--- config.mk ---
export PLATFORM = sky130hd
export DESIGN_NAME = sdpa_ram
export DESIGN_NICKNAME = d
export VERILOG_FILES = /design/src/sdpa_ram.sv
export SDC_FILE = /design/constraint.sdc
export NUM_CORES = 2
export LEC_CHECK = 0
export BUFFER_PORTS_ARGS = -buffer_cell sky130_fd_sc_hd__buf_2
export CORE_MARGIN = 2
export CORE_UTILIZATION = 30
export CTS_CLUSTER_SIZE = 25
export DETAILED_ROUTE_END_ITERATION = 8
export PLACE_DENSITY_LB_ADDON = 0.25
export SLEW_MARGIN = 20
export SYNTH_ARGS = -nofsm -noshare
export SYNTH_HDL_FRONTEND = slang
export SYNTH_SLANG_ARGS = --single-unit
--- constraint.sdc ---
create_clock -name aclk -period 3.1 [get_ports aclk]
set_clock_uncertainty 0.05 [all_clocks]
set_input_delay 0.155 -clock aclk [delete_from_list [all_inputs] [get_ports aclk]]
set_output_delay 0.155 -clock aclk [all_outputs]
set_load 0.02 [all_outputs]
--- src/sdpa_ram.sv ---
// Generic single-write, single-read synchronous RAM with registered read data.
// No dependencies.
module sdpa_ram #(
    parameter int WIDTH = 8,
    parameter int DEPTH = 256,
    localparam int AW = $clog2(DEPTH)
) (
    input  logic             aclk,
    input  logic             wr_en,
    input  logic [AW-1:0]    wr_addr,
    input  logic [WIDTH-1:0] wr_data,
    input  logic [AW-1:0]    rd_addr,
    output logic [WIDTH-1:0] rd_data
);

    logic [WIDTH-1:0] mem [DEPTH];
    logic [WIDTH-1:0] rd_data_reg;

    // Write and read one entry a cycle
    always_ff @(posedge aclk) begin
        if (wr_en) begin
            mem[wr_addr] <= wr_data;
        end
        rd_data_reg <= mem[rd_addr];
    end

    assign rd_data = rd_data_reg;

endmodule

==> flow_summary.yaml <==
layout:
  final_cells: 7954
  largest_reg_flops: 2048
  drive_gt1_share_pct: 29.3
  utilization_pct: 35.6
  fin_nets: 4274
  area_growth_pct: 18.2
die:
  die_h_um: 519
  rows: 189
  die_x_um: 519
  core_area_sq_um: 264000
  pin_count: 34
  dieArea_sq_um: 269000
  initial_core_util_pct: 30.1
detailed_routing:
  drt_iter0_markers: 3962
  ant_nets: 0
  vias: 39800
  viasPerCell: 5.00
  avgRoutedWirePerCell_um: 27.9
  drtPass1Iterations: 5
  wl_um: 222000
  drc_errors: 0
logic_synthesis:
  syn_inst: 3733
  syn_avg_cell_area_sq_um: 21.3
  synth-edff-count: 2048
  synth_fp_nets: 3759
  seq_area_frac_synth_pct: 77.5
  netlist_area_sq_um: 79600
  synth-compound-area-share_pct: 3.42
  synth_seq_cells: 2056
  netlist.area_leader.share_pct: 77.3
  synthFlopType: "edfxtp_1"
  yosys.cell_types.count: 55
  yosys.area_share.simple_pct: 2.63
  synth_fa_ha_area_share_pct: 0
  ys_warn_count: 0
  async_reset_ff_share_pct: 0
  yosysTopAreaCell: "edfxtp_1"
  synth_xor_area_share_pct: 0
  synth_top_family_by_area: "multiplexers"
  synthTopCellsByArea: "edfxtp_1, mux4_2, mux2i_1"
  synth_mux_area_share_pct: 14.6
run:
  maxCapViolations: 0
global_routing:
  grt.overflow.total: 0
  grt_max_degree: 141
  grt_pass1_vias: 40700
  globalRouteTotalUtil_pct: 16.3
  antenna_found_initial: 21
  grt_pass1_wl_um: 315000
cts:
  clkLatencyLatePin_ns: 0.86
  clock_sinks: 2056
  clockRootBuffer: "clkbuf_16"
  clk_pin_slew_ns: 0.06
  cts_buffers: 214
  cts_setup_buffers: 0
  cts_buffer_depth: 3
  ctsHtreeMaxLevel: 4
  cts_tree: "built"
sta:
  timing_hold_violations_final: 0
  period_minus_slack_ns: 2.80
  worst_slew_pin_slew_ns: 1.08
  rsz0062_at_grt: "no"
  slew_headroom_pct: 27.8
  final-setup-viol-count: 0
  maxSlewViolCount: 0
  post-route-period-util_pct: 90.4
  fmax_ghz: 0.357
  holdWs_ns: 0.143
power_and_ir_drop:
  switching_share_pct: 21.7
  powerDensity_nw_per_um2: 627
  pwr-share-comb_pct: 5.2
  p_sw_w: 0.0128
  internal_power_w: 0.0462
  power.share.sequential_pct: 52.1
  p_leak_nw: 29.5
  p_clk_share_pct: 42.7
  ir_worst_vdd_uv: 471
hold_path:
  hp-start: "wr_addr[6]"
  hold_end: "mem[201][6]$_DFFE_PP_"
  hold_class: "primary input to register"
  whs_path_depth: 5
placed_design:
  dp.cells: 7548
  io_buffers: 33
  dp_hpwl_um: 143000
  place_congestion: 0.819
critical_path:
  timing.rr.end: "rd_data[1]$_DFF_P_"
  r2r_slack_ns: 0.30
  critPathTopFamily: "simple AND/OR/NAND/NOR gates"
  timing.rr.start: "mem[81][1]$_DFFE_PP_"
  worst_ep_required_time_ns: 3.74
  cp_num_buf_inv: 0
  cpMaxStageDelayCell: "nor4_1"
  arrival_ns: 3.44
  cp_max_fo: 1
  crit_type: "register to register"
  cpPeakStageDelay_ns: 0.87
  reg2regPathDepth: 5
  crit_chain: "mux4_2 > mux4_2 > nor2b_1 > nor4_1 > nor4_1"
  start_kind: "register"
  worstSetupEndpointType: "register"
outcome:
  outcome: "finished, final reports clean"
## power groups by stage
stage / clock network, W / logic, W / registers, W
2_1_floorplan: 0 / 0.00149 / 0.0313
3_3_place_gp: 0 / 0.00310 / 0.0313
3_5_place_dp: 0 / 0.00312 / 0.0313
4_1_cts: 0.0257 / 0.00314 / 0.0307
5_1_grt: 0.0268 / 0.00326 / 0.0307
6_report: 0.0252 / 0.00308 / 0.0307
## final cells by class
class	instances	area [sq um]
sequential	2056	61700
clock inverter	131	1310
clock buffer	252	5520
timing repair buffer	532	4620
tap	3533	4420
multi-input combinational	1442	16500
fill	24600	170000
antenna	6	15.0
inverter	2	7.51
## worst max-delay path by stage
stage,from,cells past startpoint,slack (ns),end
2_1_floorplan,rd_addr[0],9,0.96,rd_data[2]$_DFF_P_
3_3_place_gp,rd_addr[0],11,-0.36,rd_data[2]$_DFF_P_
3_5_place_dp,rd_addr[0],11,-0.33,rd_data[2]$_DFF_P_
4_1_cts,mem[81][1]$_DFFE_PP_,5,0.25,rd_data[1]$_DFF_P_
5_1_grt,mem[81][1]$_DFFE_PP_,5,0.31,rd_data[1]$_DFF_P_
6_report,mem[81][1]$_DFFE_PP_,5,0.30,rd_data[1]$_DFF_P_
## placed cells by master (no fill, tap or decap), drive strengths merged, types with 4 or more instances in the layout
cell and count:
dlygate4sd3 17, a211oi 16, nor3 22, bufinv 21
clkinv 97, mux2i 134, a2111oi 5, nor2b 31
and2 6, nand2b 8, nand3 34, o32ai 5
diode 6, edfxtp 2048, buf 515, clkbuf 252
clkinvlp 7, o22ai 28, o22a 5, a22oi 133
nor2 282, nand4 10, mux4 456, nor4 27
o211ai 10, o221ai 47, or2 4, dfxtp 8
inv 8, nand2 33, a21oi 96, a221oi 14
a22o 8, o21ai 12
## logic make-up (layout without fill, tap and decap cells)
| group | Yosys count | count (layout) |
|---|---|---|
| AND/OR/NAND/NOR | 466 | 466 |
| flip-flops | 2056 | 2056 |
| multiplexers | 591 | 591 |
| AO/OA/AOI/OAI | 385 | 385 |
| other | 0 | 6 |
| buffers and inverters | 235 | 917 |
## layer usage
layer  share of wire [%]  GRT usage (%)  vias to the layer above
li1                    -              -                    16700
met1                  43           22.6                    21500
met2                  49           26.7                     1237
met3                 5.4           2.40                      287
met4                 2.4           4.25                        0
met5                   0              0                        -
## metrics by stage
step	TNS, ns	power (W)	area, sq um	setup WS, ns
after floorplan	0	0.0328	79600	0.957
after global placement	-1.17	0.0344	87100	-0.362
after detailed placement	-1.21	0.0344	87100	-0.328
after CTS	0	0.0596	94100	0.250
after global routing	0	0.0607	94100	0.310
final	0	0.0590	94100	0.298
## Yosys cell counts (13+ instances only)
master and count:
edfxtp_1 2048, mux4_2 454, nor2_1 282, mux2i_1 134, a22oi_1 133, clkbuf_1 111, a21oi_1 96, o221ai_1 46
nand3_1 34, nand2_1 33, buf_2 31, nor2b_1 31, o22ai_1 28, buf_4 27, nor4_1 24, buf_1 22
nor3_1 22, buf_6 21, a211oi_1 16, a221oi_1 13, buf_8 13
## worst min-delay path, stage by stage
cell	delay, ns
buf_2	0.16
nand4_1	0.09
buf_4	0.21
nor2_1	0.06
buf_4	0.18
## what timing repair did
| item | 4_1_cts | 5_1_grt |
|---|---|---|
| setup endpoints to repair | 0 | 0 |
| gates resized for setup | 0 | 0 |
| hold buffers | 17 | 0 |
| hold endpoints to repair | 1105 | 0 |
Note: power is estimated with default switching activity, not from simulation.
