File: src/sdpa_pkg.sv
// Shared types and constants for the sampled dot-plot accumulator.
// No dependencies; imported by sdpa_div, the top level and the testbench.
package sdpa_pkg;

    // Command codes carried on the input channel
    typedef enum logic [1:0] {
        CMD_LOAD   = 2'd0,
        CMD_CLEAR  = 2'd1,
        CMD_SAMPLE = 2'd2,
        CMD_READ   = 2'd3
    } cmd_t;

    // Configuration register indexes
    localparam int REG_BLOCK_SIZE = 0;
    localparam int REG_GRID_SIZE  = 1;

    // Register and field widths
    localparam int BS_W   = 17;
    localparam int GS_W   = 7;
    localparam int GRAY_W = 8;
    localparam int OUT_W  = 16;

    // Pixel scaling: gray = floor((510*c + m) / (2*m)), clipped at 255
    localparam int GRAY_SCALE = 510;
    localparam logic [GRAY_W-1:0] GRAY_MAX = 8'hFF;
    localparam logic [OUT_W-1:0]  OUT_COUNT_MAX = 16'hFFFF;

endpackage

File: src/sdpa_div.sv
// Iterative divider for the pixel gray level: one quotient bit a cycle,
// quotient clipped at 255. Depends on sdpa_pkg.
module sdpa_div
    import sdpa_pkg::*;
#(
    parameter int NW   = 26,
    parameter int DENW = 17
) (
    input  logic              aclk,
    input  logic              aresetn,
    input  logic              start,
    input  logic [NW-1:0]     num,
    input  logic [DENW-1:0]   den,
    output logic              done,
    output logic [GRAY_W-1:0] quot
);

    localparam int DSW = DENW + GRAY_W;
    localparam int XW  = (NW > DSW) ? NW : DSW;
    localparam int SW  = $clog2(GRAY_W);

    logic              busy_reg, busy_next;
    logic              chk_reg, chk_next;
    logic              done_reg, done_next;
    logic [SW-1:0]     step_reg, step_next;
    logic [NW-1:0]     rem_reg, rem_next;
    logic [DSW-1:0]    dsh_reg, dsh_next;
    logic [GRAY_W-1:0] q_reg, q_next;
    logic              ge;

    assign ge = XW'(rem_reg) >= XW'(dsh_reg);

    // Check for clipping first, then one restoring step a cycle
    always_comb begin
        busy_next = busy_reg;
        chk_next  = chk_reg;
        done_next = 1'b0;
        step_next = step_reg;
        rem_next  = rem_reg;
        dsh_next  = dsh_reg;
        q_next    = q_reg;
        if (start) begin
            busy_next = 1'b1;
            chk_next  = 1'b1;
            rem_next  = num;
            dsh_next  = {den, {GRAY_W{1'b0}}};
            q_next    = '0;
        end else if (busy_reg) begin
            if (chk_reg) begin
                if (ge) begin
                    q_next    = GRAY_MAX;
                    busy_next = 1'b0;
                    done_next = 1'b1;
                end else begin
                    chk_next  = 1'b0;
                    dsh_next  = dsh_reg >> 1;
                    step_next = SW'(GRAY_W - 1);
                end
            end else begin
                if (ge) begin
                    rem_next = NW'(XW'(rem_reg) - XW'(dsh_reg));
                end
                q_next   = {q_reg[GRAY_W-2:0], ge};
                dsh_next = dsh_reg >> 1;
                if (step_reg == '0) begin
                    busy_next = 1'b0;
                    done_next = 1'b1;
                end else begin
                    step_next = step_reg - 1'b1;
                end
            end
        end
    end

    always_ff @(posedge aclk) begin
        if (!aresetn) begin
            busy_reg <= 1'b0;
            chk_reg  <= 1'b0;
            done_reg <= 1'b0;
        end else begin
            busy_reg <= busy_next;
            chk_reg  <= chk_next;
            done_reg <= done_next;
        end
        step_reg <= step_next;
        rem_reg  <= rem_next;
        dsh_reg  <= dsh_next;
        q_reg    <= q_next;
    end

    assign done = done_reg;
    assign quot = q_reg;

endmodule

File: config.mk
export PLATFORM = sky130hd
export DESIGN_NAME = sdpa_div
export DESIGN_NICKNAME = d
export VERILOG_FILES = /design/src/sdpa_pkg.sv /design/src/sdpa_div.sv
export SDC_FILE = /design/constraint.sdc
export NUM_CORES = 1
export LEC_CHECK = 0
export BUFFER_PORTS_ARGS = -buffer_cell sky130_fd_sc_hd__buf_2
export CELL_PAD_IN_SITES_DETAIL_PLACEMENT = 0
export CELL_PAD_IN_SITES_GLOBAL_PLACEMENT = 1
export CORE_UTILIZATION = 30
export CTS_CLUSTER_SIZE = 10
export DETAILED_ROUTE_END_ITERATION = 8
export PLACE_DENSITY = 0.67
export SYNTH_ARGS = -nofsm -noshare
export SYNTH_HDL_FRONTEND = slang
export SYNTH_SLANG_ARGS = --single-unit
File: constraint.sdc
create_clock -name aclk -period 11.7 [get_ports aclk]
set_clock_uncertainty 0.15 [all_clocks]
set_input_delay 1.17 -clock aclk [delete_from_list [all_inputs] [get_ports aclk]]
set_output_delay 1.17 -clock aclk [all_outputs]
set_load 0.1 [all_outputs]
==> results of run 1 <==
## synth_stat cells, types with 12 or more instances
cell	instances
o21ai_0	48
nand2_1	88
edfxtp_1	46
clkbuf_1	14
a21oi_1	28
inv_1	42
ha_1	27
xnor2_1	12
dfxtp_1	19
nor2_1	18
## worst paths after layout
check | from | end | cells past startpoint
worst max register to register | rem_reg[0]$_DFFE_PP_ | dsh_reg[15]$_DFFE_PP_ | 10
worst min register to register | dsh_reg[0]$_SDFFE_PP0P_ | dsh_reg[0]$_SDFFE_PP0P_ | 2
worst max-delay path | rem_reg[0]$_DFFE_PP_ | dsh_reg[15]$_DFFE_PP_ | 10
worst min-delay path | dsh_reg[0]$_SDFFE_PP0P_ | dsh_reg[0]$_SDFFE_PP0P_ | 2
## cells by family after synthesis
group / synth area share
adder cells (fa/ha/maj): 0.08132
buffers and inverters: 0.05715
multiplexers: 0.02531
XOR/XNOR: 0.02587
flip-flops: 0.4003
AO/OA/AOI/OAI: 0.2357
AND/OR/NAND/NOR: 0.1743
## power by group
part	leakage, uW	internal, uW	switching [uW]
clock	0.000142	161	98.0
sequential	0.000623	348	45.2
combinational	0.00125	290	513
## final cells by class
cell class / count / area, um2 / area share
Tap cell: 180 / 225.2 / 0.04407
Timing Repair Buffer: 56 / 285.3 / 0.05583
Multi-Input combinational cell: 362 / 2391 / 0.4679
Inverter: 43 / 161.4 / 0.03159
Sequential cell: 65 / 1762 / 0.3448
Clock buffer: 13 / 271.5 / 0.05313
Clock inverter: 3 / 13.76 / 0.002693
## stage by stage
step                      total power [uW]  instance area [um2]  std cells  setup slack (ps)    util
after floorplan                       1026                 4400        491              7361       -
after detailed placement              1200                 4825        706              7545  0.3423
after CTS                             1465                 5110        722              7822  0.3625
after global routing                  1575                 5110        722              7583  0.3625
final                                 1455                 5110        722              7882  0.3625
after global placement                1191                 4825        706              7645  0.3423
## worst reg2reg max path, cell delays in order (launching register included)
cell and delay, ps:
edfxtp_1 350, inv_1 60, ha_1 150, inv_1 60, fa_1 440, a211oi_2 330, o21ai_1 170, a22oi_2 290
a211o_1 190, a41oi_2 370, nand2_1 870
## metal layers
| layer | track usage | wire [um] | vias to the layer above |
|---|---|---|---|
| met4 | 0.03916 | 114 | 0 |
| met3 | 0.04659 | 666 | 9 |
| met2 | 0.2388 | 4774 | 81 |
| met1 | 0.2033 | 5277 | 1686 |
| li1 | - | - | 1880 |
| met5 | 0 | 0 | - |
==> out/metrics.cfg, run 1 <==
[clock_tree]
h-tree-depth = 3
clock_latency_ps = 340
cts.sinks = 65
post_cts_buffers = 0
cts_tree = done
root_buffer = clkbuf_16
ctsResizeCount = 0
holdBufCountCts = 0
clock_path_buffers = 2
clk_pin_slew_worst_paths_ps = 50
cts-buffers-inserted = 9

[logic_synthesis]
synth_cells = 491
yosys.area.top_type = edfxtp_1
synthArstFlopShare = 0
synth_top_area_frac = 0.3139
syn-num-nets = 565
ys_seq_elements = 65
synthTopCellsByArea = edfxtp_1, dfxtp_1, ha_1
seq_area_frac_synth = 0.4003
ys_warn_count = 0
ys_types = 62
avgSynthCellArea_um2 = 8.962
syn-cell-area_mm2 = 0.004400
synthFlopType = edfxtp_1
synth-edff-count = 46

[final_layout]
mostFrequentLayoutCell = nand2_1
largest_register_ffs = 26
drive_gt1_frac = 0.1716
num_antenna_cells = 0
mostFrequentLayoutCells = nand2_1, buf_2, o21ai_0, edfxtp_1, inv_1
area_growth_pct = 16.12
fillers = 1500
fin_nets = 611

[global_routing]
grt_max_degree = 55
overflow = 0
gr-usage-all-layers = 0.1523
grt_pass1_vias = 3554
grt_pass1_wl_um = 17650
antenna_found_initial = 0

[floorplanning]
core_mm2 = 0.01410
ioPinCount = 55
core.rowCount = 43
start_util = 0.3122
die_area_mm2 = 0.01516
die_w_um = 123.1
die_y_um = 123.1

[placement]
place_hpwl_um = 7946
gp_congestion = 0.8494
io_buffers = 54

[timing]
slew_violations = 0
holdWs_ps = 320.8
min_period_ps = 3818
finalSetupViolCount = 0
setup_tns_ps = 0
slew_headroom = 0.2582
tightest_slew_ps = 1111
timing.final.crit_share = 0.3263
max_freq_mhz = 261.9
finalHoldViolations = 0
rsz0062_at_grt = false

[flow_run]
cap_violations = 0

[drt]
drt-vias-per-instance = 5.064
drc_errors = 0
routed_wl_um = 10830
vias = 3656
route.detailed.wl_per_inst_um = 15.00
drtIter0Drc = 208
ant_nets = 0
first_pass_iters = 4

[critical_path]
cp_num_buf_inv = 2
crit_chain = inv_1 -> ha_1 -> inv_1 -> fa_1 -> a211oi_2 -> o21ai_1 -> a22oi_2 -> a211o_1 -> a41oi_2 -> nand2_1
cp_slowest_stage_delay_ps = 870
cp-start-kind = flop
critical_path.top_delay_family = compound AO/OA/AOI/OAI gates
worst_path_most_repeated_cell = inv_1
path_max_fanout = 17
cp.required_ps = 11500
cp.arrival_ps = 3620
setup.worst_path.class = reg -> reg
crit_path_top_delay_cell = nand2_1
worst_setup_path_end_kind = flop
r2r_slack_ps = 7880

[power_and_ir_drop]
irDropWorstVdd_v = 0.0001729
powerDensity_mw_per_mm2 = 284.8
cellLeakagePower_uw = 0.002010

[outcome]
outcome = complete, no violations

[hold_path]
min_path_type = reg -> reg

Note: power is estimated with default switching activity, not from simulation.
==> inputs of run 2 (changes only) <==
--- a/config.mk
+++ b/config.mk
@@ -11,7 +11,7 @@
 export CORE_UTILIZATION = 30
 export CTS_CLUSTER_SIZE = 10
 export DETAILED_ROUTE_END_ITERATION = 8
-export PLACE_DENSITY = 0.67
+export PLACE_DENSITY = 0.69
 export SYNTH_ARGS = -nofsm -noshare
 export SYNTH_HDL_FRONTEND = slang
 export SYNTH_SLANG_ARGS = --single-unit
==> constraint.sdc (replaced) <==
create_clock -name aclk -period 3.41 [get_ports aclk]
set_clock_uncertainty 0.15 [all_clocks]
set_input_delay 0.341 -clock aclk [delete_from_list [all_inputs] [get_ports aclk]]
set_output_delay 0.341 -clock aclk [all_outputs]
set_load 0.1 [all_outputs]
==> run 2 against run 1 <==
Compared with the run above: final area is 0.81% higher; non-clock buffer count is 9 higher; die area did not move; sequential share of layout area is 0.28 points lower; clock-buffer cell count fell by 2; critical endpoint is now rem_reg[24]$_DFFE_PP_; highest routed layer unchanged; hold slack lost 190 ps; wire length grew 4.8%; combinational power grew to 3.6 times the previous value.
==> out/metrics.cfg, run 2 (synthesized netlist as in run 1, its figures left out) <==
[clock_tree]
clock_latency_ps = 340  ; about the same
clk_pin_slew_worst_paths_ps = 60  ; about the same
root_buffer = clkbuf_16
ctsResizeCount = 0  ; unchanged
cts_tree = done
clock_path_buffers = 2  ; unchanged
holdBufCountCts = 0  ; unchanged
post_cts_buffers = 0  ; unchanged
h-tree-depth = 3  ; unchanged
cts-buffers-inserted = 9  ; unchanged
cts.sinks = 65  ; unchanged

[timing]
setup_tns_ps = 0  ; unchanged
finalSetupViolCount = 0  ; unchanged
finalHoldViolations = 0  ; unchanged
timing.final.crit_share = 0.9164  ; +0.5901
slew_headroom = 0.5032  ; +0.2450
slew_violations = 0  ; unchanged
max_freq_mhz = 320.0  ; +22%
rsz0062_at_grt = false
min_period_ps = 3125  ; -693.0 ps
tightest_slew_ps = 738.9  ; -372.2 ps

[floorplanning]
die_w_um = 123.1  ; unchanged
ioPinCount = 55  ; unchanged
die_y_um = 123.1  ; unchanged
core_mm2 = 0.01410  ; unchanged
die_area_mm2 = 0.01516  ; unchanged
start_util = 0.3122  ; unchanged
core.rowCount = 43  ; unchanged

[critical_path]
cp-start-kind = flop
worst_setup_path_end_kind = flop
crit_chain = inv_1 -> ha_1 -> inv_1 -> fa_1 -> a211oi_2 -> o21ai_1 -> a21oi_1 -> o211ai_1 -> a2111oi_0 -> and3b_1
cp.arrival_ps = 3070  ; -550 ps
cp.required_ps = 3360  ; -8140 ps
crit_path_top_delay_cell = fa_1
worst_path_most_repeated_cell = inv_1
path_max_fanout = 5  ; -12
cp_slowest_stage_delay_ps = 460  ; -410 ps
setup.worst_path.class = reg -> reg

[final_layout]
mostFrequentLayoutCell = nand2_1
area_growth_pct = 17.06
drive_gt1_frac = 0.1851  ; +0.01353
mostFrequentLayoutCells = nand2_1, buf_2, o21ai_0, edfxtp_1, inv_1
fin_nets = 620  ; +1.5%
largest_register_ffs = 26  ; unchanged
post-route-util = 0.3654  ; +0.002929
num_antenna_cells = 0  ; unchanged

[hold_path]
min_path_type = in -> reg

[placement]
gp_congestion = 0.8459  ; -0.41%
io_buffers = 54  ; unchanged
place_hpwl_um = 8430  ; +6.1%

[drt]
first_pass_iters = 4  ; unchanged
route.detailed.wl_per_inst_um = 15.53  ; +3.5%
drt-vias-per-instance = 5.124  ; +1.2%
routed_wl_um = 11350  ; +4.8%
ant_nets = 0  ; unchanged
vias = 3746  ; +2.5%
drc_errors = 0  ; unchanged
drtIter0Drc = 210  ; +0.96%

[power_and_ir_drop]
power.share.clock = 0.162  ; -0.016
cellLeakagePower_uw = 0.002042  ; +1.6%
powerDensity_mw_per_mm2 = 973.3  ; +240%
p_sw_frac = 0.4575  ; +0.006522
p_int_uw = 2720  ; +240%
power_frac_seq = 0.266  ; -0.004
irDropWorstVdd_v = 0.0005311  ; +210%
switchingPower_uw = 2294  ; +250%
power_frac_comb = 0.572  ; +0.020

[flow_run]
cap_violations = 0  ; unchanged

[global_routing]
grt_max_degree = 40  ; -27%
gr-usage-all-layers = 0.1599  ; +0.007592
antenna_found_initial = 0  ; unchanged
grt_pass1_wl_um = 18540  ; +5.0%
overflow = 0  ; unchanged
grt_pass1_vias = 3672  ; +3.3%

[outcome]
outcome = complete, no violations

==> run 2: cell count changes in the layout (fill, tap and decap cells not counted) <==
cell,before,now
clkinv_2,2,4
buf_2,54,53
clkbuf_16,10,9
buf_4,2,12
clkbuf_8,1,0
==> run 2: path summary, 6_finish.rpt <==
check,slack [ps],from,depth (start not counted),end
worst min-delay path,130,den[9],3,dsh_reg[17]$_DFFE_PP_
worst min register to register,330,dsh_reg[0]$_SDFFE_PP0P_,2,dsh_reg[0]$_SDFFE_PP0P_
worst max-delay path,280,rem_reg[0]$_DFFE_PP_,10,rem_reg[24]$_DFFE_PP_
worst max register to register,280,rem_reg[0]$_DFFE_PP_,10,rem_reg[24]$_DFFE_PP_
==> run 2: worst max-delay path: cells and delay by family, from the launching register on <==
family,cells,cell delay [ps]
DFF,1,350
buffers and inverters,2,120
adders and majority gates,2,630
and+or+nand+nor,1,230
AOI/OAI and AO/OA,5,1410
==> run 2: metal layers <==
metal / track usage / routed length [um] / up-vias
met5: 0 / 0 / -
met4: 0.06250 / 179 / 0
met3: 0.03275 / 493 / 12
met2: 0.2475 / 5115 / 61
met1: 0.2178 / 5562 / 1789
li1: - / - / 1884
==> run 2: cell type report <==
type | count | area (um2)
Fill cell | 1492 | 8945
Inverter | 43 | 161.4
Sequential cell | 65 | 1762
Multi-Input combinational cell | 362 | 2391
Clock inverter | 5 | 23.77
Tap cell | 180 | 225.2
Clock buffer | 11 | 232.7
Timing Repair Buffer | 65 | 355.3
==> run 2: power by group through the flow <==
stage | Sequential, uW | Clock [uW] | Combinational, uW
2_1_floorplan | 1500 | 0 | 2010
3_3_place_gp | 1330 | 0 | 2810
3_5_place_dp | 1350 | 0 | 2850
4_1_cts | 1340 | 840 | 2860
5_1_grt | 1370 | 866 | 3150
6_report | 1330 | 813 | 2870
==> run 2: stage by stage <==
step	hold WS [ps]	std cells	setup WS (ps)	area [um2]	total power, uW
floorplan	291.9	491	240.6	4404	3520
detailed placement	322.9	715	305.5	4895	4201
global route	138.4	731	48.78	5151	5389
global placement	315.7	715	468.9	4895	4143
finish	133.7	731	284.9	5151	5014
CTS	120.9	731	282.4	5151	5040
